### src/sv/sise_pkg.sv
package sise_pkg;

  localparam int unsigned SET_DEPTH_DEF = 1024;

  localparam logic [63:0] MIX_ADD = 64'h9e37_79b9_7f4a_7c15;
  localparam logic [63:0] MIX_MUL = 64'h2545_f491_4f6c_dd1d;

  // action codes
  localparam logic [2:0] ACT_ADD    = 3'd0;
  localparam logic [2:0] ACT_REMOVE = 3'd1;
  localparam logic [2:0] ACT_FIND   = 3'd2;
  localparam logic [2:0] ACT_GET    = 3'd3;
  localparam logic [2:0] ACT_RANDOM = 3'd4;

  // status codes
  localparam logic [1:0] ST_OK    = 2'd0;
  localparam logic [1:0] ST_FULL  = 2'd1;
  localparam logic [1:0] ST_RANGE = 2'd2;
  localparam logic [1:0] ST_EMPTY = 2'd3;

  // width classes
  localparam logic [1:0] CLS_16 = 2'd0;
  localparam logic [1:0] CLS_32 = 2'd1;
  localparam logic [1:0] CLS_64 = 2'd2;

  localparam int unsigned OUT_W = 224;
  localparam int unsigned IN_W  = 144;

endpackage

### src/sv/sise_pick.sv
module sise_pick import sise_pkg::*; #(
  parameter int unsigned CW = 11
) (
  input  logic          clk_i,
  input  logic          rst_ni,
  input  logic          start_i,
  input  logic [62:0]   seed_i,
  input  logic [CW-1:0] count_i,
  output logic          done_o,
  output logic [CW-1:0] pos_o
);

  typedef enum logic [2:0] {P_IDLE, P_MUL0, P_MUL1, P_MUL2, P_DIV} pick_state_e;

  pick_state_e state_q;
  logic [63:0] x_q, acc_q;
  logic [CW-1:0] rem_q;
  logic [5:0] step_q;
  logic done_q;

  logic [63:0] x0, x1, x2, x3;
  logic [CW:0] rem_sh, rem_sub;

  always_comb begin
    x0 = {1'b0, seed_i} + MIX_ADD;
    x1 = x0 ^ (x0 >> 12);
    x2 = x1 ^ (x1 << 25);
    x3 = x2 ^ (x2 >> 27);
    rem_sh = {rem_q, acc_q[63]};
    rem_sub = rem_sh - {1'b0, count_i};
  end

  always_ff @(posedge clk_i or negedge rst_ni) begin
    if (!rst_ni) begin
      state_q <= P_IDLE;
      done_q  <= 1'b0;
      step_q  <= '0;
    end else begin
      done_q <= 1'b0;
      unique case (state_q)
        P_IDLE: begin
          if (start_i) begin
            x_q     <= x3;
            state_q <= P_MUL0;
          end
        end
        P_MUL0: begin
          acc_q   <= x_q[31:0] * MIX_MUL[31:0];
          state_q <= P_MUL1;
        end
        P_MUL1: begin
          acc_q   <= acc_q + {32'(x_q[63:32] * MIX_MUL[31:0]), 32'd0};
          state_q <= P_MUL2;
        end
        P_MUL2: begin
          acc_q   <= acc_q + {32'(x_q[31:0] * MIX_MUL[63:32]), 32'd0};
          rem_q   <= '0;
          step_q  <= 6'd63;
          state_q <= P_DIV;
        end
        P_DIV: begin
          // restoring remainder, one dividend bit a cycle
          if (rem_sh >= {1'b0, count_i}) rem_q <= rem_sub[CW-1:0];
          else rem_q <= rem_sh[CW-1:0];
          acc_q  <= acc_q << 1;
          step_q <= step_q - 6'd1;
          if (step_q == 6'd0) begin
            done_q  <= 1'b1;
            state_q <= P_IDLE;
          end
        end
        default: state_q <= P_IDLE;
      endcase
    end
  end

  assign done_o = done_q;
  assign pos_o  = rem_q;

endmodule

### config.mk
export PLATFORM = sky130hd
export DESIGN_NAME = sise_pick
export DESIGN_NICKNAME = d
export VERILOG_FILES = /design/src/sv/sise_pkg.sv /design/src/sv/sise_pick.sv
export SDC_FILE = /design/constraint.sdc
export NUM_CORES = 2
export LEC_CHECK = 0
export ABC_AREA = 1
export BUFFER_PORTS_ARGS = -buffer_cell sky130_fd_sc_hd__buf_2
export CELL_PAD_IN_SITES_DETAIL_PLACEMENT = 2
export CELL_PAD_IN_SITES_GLOBAL_PLACEMENT = 2
export CORE_ASPECT_RATIO = 0.75
export CORE_MARGIN = 5
export CORE_UTILIZATION = 42
export CTS_CLUSTER_DIAMETER = 120
export DETAILED_ROUTE_END_ITERATION = 7
export PLACE_DENSITY_LB_ADDON = 0.1
export RECOVER_POWER = 100
export SETUP_SLACK_MARGIN = 0.4
export SYNTH_ARGS = -nofsm -noshare
export SYNTH_HDL_FRONTEND = slang
export SYNTH_SLANG_ARGS = --single-unit
export TNS_END_PERCENT = 1
### constraint.sdc
create_clock -name clk_i -period 10.45 [get_ports clk_i]
set_input_delay 2.09 -clock clk_i [delete_from_list [all_inputs] [get_ports clk_i]]
set_output_delay 2.09 -clock clk_i [all_outputs]
set_load 0.01 [all_outputs]
Word level (Yosys, flattened, before mapping) --
Index checks and enable logic that the tools add are counted.
Storage, ports and cells: register bits after elaboration 149, bits of input ports 77, output and inout bits 12, logic and storage cells 41
Cells by class: $add $sub $neg 5, multiply operators 3, magnitude comparators 1, equality and inequality tests 6, muxes and demuxes 9, bitwise operators 3, reduce and logical (&&, ||, !) cells 8
Operators with widths (number):
- one-hot mux 64 bit (4 select lines) | 1
- adder 64 bit | 2
- adder 63 x 64 -> 64 bit, second input constant | 1
- XOR 64 x 37 -> 64 bit | 1
- XOR 64 x 52 -> 64 bit | 1
- XOR 64 bit | 1
- multiplier 32 x 31 -> 63 bit, second input constant | 1
- multiplier 32 x 30 -> 32 bit, second input constant | 1
- multiplier 32 x 31 -> 32 bit, second input constant | 1
- one-hot mux 11 bit (2 select lines) | 1
- one-hot mux 3 bit (5 select lines) | 1
- greater-or-equal comparator 12 x 11 -> 1 bit | 1
- one-hot mux 6 bit (2 select lines) | 1
- 2-to-1 mux 11 bit | 1
- subtractor 11 bit | 1
- equality test 3 x 2 -> 1 bit, second input constant | 2
- zero test 6 bit | 1
- 2-to-1 mux 3 bit | 2
- AND reduction 2 bit | 3
- subtractor 6 x 1 -> 6 bit, second input constant | 1
- != test 2 bit, second input constant | 2
- nonzero test 4 bit | 1
- equality test 3 x 1 -> 1 bit, second input constant | 1
- equality test 3 bit, second input constant | 1
- 4 further kinds | 5

Longest topological paths before layout --
depth after elaboration 4, mapped depth 42, mapped depth without buffers 42

Worst setup path before layout --
No wires, ideal clock.
kind input to register, start point input port start_i, end point register x_q[0], enable pin, setup time 644 ps, arrival 8172 ps, data required time 9806 ps, path slack 1634 ps, stages on the path 2, path buffers 0, path through nand2_1 nor4_1
On the way: word-level cells in the longest chain between the ends 1
Ends and longest elaborated chain:
- start: declaration | RTL line sise_pick.sv:6 | input logic start_i,
- AND reduction 3 bit (no line)
- end signal: assignment | RTL line sise_pick.sv:43 | x_q <= x3;
- end: declaration | RTL line sise_pick.sv:16 | logic [63:0] x_q, acc_q;
Every way passes these cells. A chain may end at the register's enable or synchronous reset.

Worst setup path in the final report --
start point register x_q[10], end point register acc_q[63] (data pin)
On the way: word-level cells in the longest chain between the ends 3
Ends and longest elaborated chain:
- multiplier 32 x 30 -> 32 bit | RTL line sise_pick.sv:56 | acc_q <= acc_q + {32'(x_q[31:0] * MIX_MUL[63:32]), 32'd0};
- adder 64 bit | RTL line sise_pick.sv:56
- one-hot mux 64 bit (4 select lines) | RTL line sise_pick.sv:40 | unique case (state_q)
- end signal: assignment | RTL line sise_pick.sv:48 | acc_q <= x_q[31:0] * MIX_MUL[31:0];
- end signal: assignment | RTL line sise_pick.sv:56
- end signal: assignment | RTL line sise_pick.sv:65 | acc_q <= acc_q << 1;
- end: declaration | RTL line sise_pick.sv:16
Every way passes these cells.

==> results.md <==
* CTS Buf Count at 17
* Warnings from Yosys at 0
* Crit Path Category: reg2reg
* Vias per cell at 5.57
* Startpoint types: flip-flop
* DRC violations left at 0
* Post-CTS Hold Buffers at 0
* Max-cap violation count at 4
* Worst-margin pin slew at 4.25 ns
* Final worst-path cycle share at 0.879
* Final Util at 0.451
* CTS root buffer: clkbuf_16
* Routed wire per std cell at 29.4 um
* #FFs+latches synth at 149
* IO Port Bufs at 88
* Count of cell types in the netlist at 69
* Post-synth EDFFs at 139
* Mapped Cells at 5781
* CTS-repair resized insts at 0
* Final WL at 219000 um
* FF-to-FF Start: x_q[10]$_DFFE_PP_
* Antenna violations before repair at 4
* Register area share after synthesis at 0.0916
* CP max stage cell: edfxtp_1
* FF-to-FF End: acc_q[63]$_DFFE_PP_
* Clk_skew at 0.0180 ns
* Via count at 41400
* Req. time, crit path at 10.73 ns
* Vias in the first global route at 48100
* GR Util All Layers at 0.357
* Largest net degree at the start of global routing at 74
* Arr. time, crit path at 9.47 ns
* Nets at 7535
* Clk buf depth at 2
* Reg-to-reg slack, setup at 1.26 ns
* CP max FO at 15
* Area growth from synthesis to layout at 6.31%
* # IOs at 89
* Clock sink count at 149
* Status: finished with violations
* Synthesized cell area at 0.0483 mm^2
* CTS tree: done
* Final Critical Period at 9.19 ns
* Total negative setup slack at 0 ns
* Syn Area/Cell at 8.35 um^2
* Ys flop type: edfxtp_1
* Mapped Nets at 7411
* Row cnt at 107
* Final-report hold violation count at 0
* Crit-path max cell delay at 1.05 ns
* First-pass DRT Iterations at 5
* Failing checks: capacitance limit, slew limit
* Initial Util at 0.424
* Postcts setup bufs at 0
* Ys async rst share at 0.0671
* Pins Over Slew Limit at 205
* Max Fclk at 109 MHz
* Initial DRC count at 2805
* Die Y at 304 um
* Post-route ant nets at 0
* Final setup fails at 0
* Clock slew at reported path FFs at 0.08 ns
* GPL Wtd Cong at 1.01
* Hold Path Stages at 2
* HPWL Detailed at 195000 um
* Die ar. at 0.122 mm^2
* Hold Crit Start: acc_q[21]$_DFFE_PP_
* Core footprint at 0.114 mm^2
* Worst slew margin at -1.83
* Worst min path class: reg2reg
* Overall die width at 402 um
* Worst-Skew Late Latency at 0.52 ns
* First-pass GRT wire length at 322000 um
* H-tree level count at 4
* Crit end category: flip-flop
* Worst reg2reg path depth at 37
* Gr ovfl total at 0
* RSZ-0062 raised after global routing: no
* Layout cell share with drive strength beyond 1 at 0.0385
* Hold endpoint: acc_q[22]$_DFFE_PP_
==> final cells by class <==
class                   instances  area (um^2)
diodes                          1         2.50
clock buffers                  17          425
clock inverters                15          163
fillers                     12900        62600
inverters                    1620         6080
multi-input cells            3988        37600
flip-flops and latches        149         4420
well taps                    1526         1910
repair buffers                129          703
==> cells in the mapped netlist (all sizes together), types with 12 or more instances <==
master | instances | share of area
nand3 | 222 | 0.024
o211ai | 20 | 0.0031
o21bai | 24 | 0.0038
xnor2 | 59 | 0.011
nand2 | 959 | 0.076
nor3 | 41 | 0.0047
nand4 | 27 | 0.0036
inv | 1617 | 0.13
a21oi | 285 | 0.030
nor4 | 18 | 0.0023
nor2 | 281 | 0.023
a211oi | 13 | 0.0020
clkbuf | 20 | 0.0016
nand3b | 12 | 0.0019
or2 | 25 | 0.0032
ha | 747 | 0.19
a31oi | 23 | 0.0030
xor2 | 125 | 0.025
edfxtp | 139 | 0.086
o21ai | 209 | 0.022
fa | 806 | 0.33
a22o | 19 | 0.0034
a21o | 17 | 0.0026
==> flip-flops by register name, indices dropped and copies added (netlist names) <==
| signal | cells |
|---|---|
| done_o | 1 |
| state_q | 3 |
| x_q | 64 |
| pos_o | 11 |
| acc_q | 64 |
| step_q | 6 |
==> routing by layer <==
metal,part of all wire,vias to the layer above,track usage,wire [um]
li1,-,18100,-,-
met1,0.42,21600,0.454,91300
met2,0.47,1276,0.602,103000
met3,0.057,467,0.0579,12500
met4,0.053,2,0.160,11600
met5,0.000059,-,0,13
==> how the worst max path moves through the flow <==
| stage | from | endpoint | slack, ns | depth (start not counted) |
|---|---|---|---|---|
| 2_1_floorplan | start_i | x_q[0]$_DFFE_PP_ | 1.63 | 2 |
| 4_1_cts | x_q[10]$_DFFE_PP_ | acc_q[63]$_DFFE_PP_ | 1.36 | 38 |
| 6_report | x_q[10]$_DFFE_PP_ | acc_q[63]$_DFFE_PP_ | 1.26 | 37 |
| 3_3_place_gp | x_q[10]$_DFFE_PP_ | acc_q[63]$_DFFE_PP_ | 1.65 | 38 |
| 5_1_grt | x_q[10]$_DFFE_PP_ | acc_q[63]$_DFFE_PP_ | 0.82 | 38 |
| 3_5_place_dp | x_q[10]$_DFFE_PP_ | acc_q[63]$_DFFE_PP_ | 1.41 | 38 |
==> cell families after synthesis <==
kind of cell | share of synthesized area
AOI/OAI and AO/OA | 0.0780
adders and majority gates | 0.528
DFF | 0.0916
xor gates and xnor gates | 0.0357
and+or+nand+nor | 0.138
buffers and inverters | 0.128
muxes | 0.000622
==> cells in the final DEF (no fill, tap or decap), drive strengths merged, types with 6 or more instances in the layout <==
cell,n
nand3b,12
a22o,19
inv,1624
a21boi,9
fa,806
nor2,281
a211oi,13
a221oi,8
clkbuf,39
clkinv,6
o21bai,24
a21o,17
a31oi,23
nor3,41
dfrtp,10
ha,747
nor4,18
edfxtp,139
xor2,125
nand2,959
xnor2,59
nand4,27
o31ai,7
o211ai,20
a21oi,285
nand3,222
o21ai,209
buf,107
or2,25
==> critical path: cells and delay by family, from the launching register on <==
family / cells / cell delay [ns]
flops: 1 / 1.05
simple gates: 11 / 0.91
fa+ha+maj: 10 / 4.62
compound gates: 9 / 1.60
buf+inv: 7 / 0.70
==> through the flow <==
step | worst slack [ns] | cells | hold slack [ns] | area (um^2)
floorplan | 1.63 | 5781 | 0.453 | 48300
global placement | 1.65 | 7412 | 0.491 | 50900
detailed placement | 1.41 | 7412 | 0.517 | 50900
CTS | 1.36 | 7444 | 0.534 | 51500
global route | 0.824 | 7444 | 0.554 | 51300
finish | 1.26 | 7445 | 0.543 | 51300
Power is not shown: default switching activity piles up to over one toggle a cycle in this logic, so the estimate is an artifact.
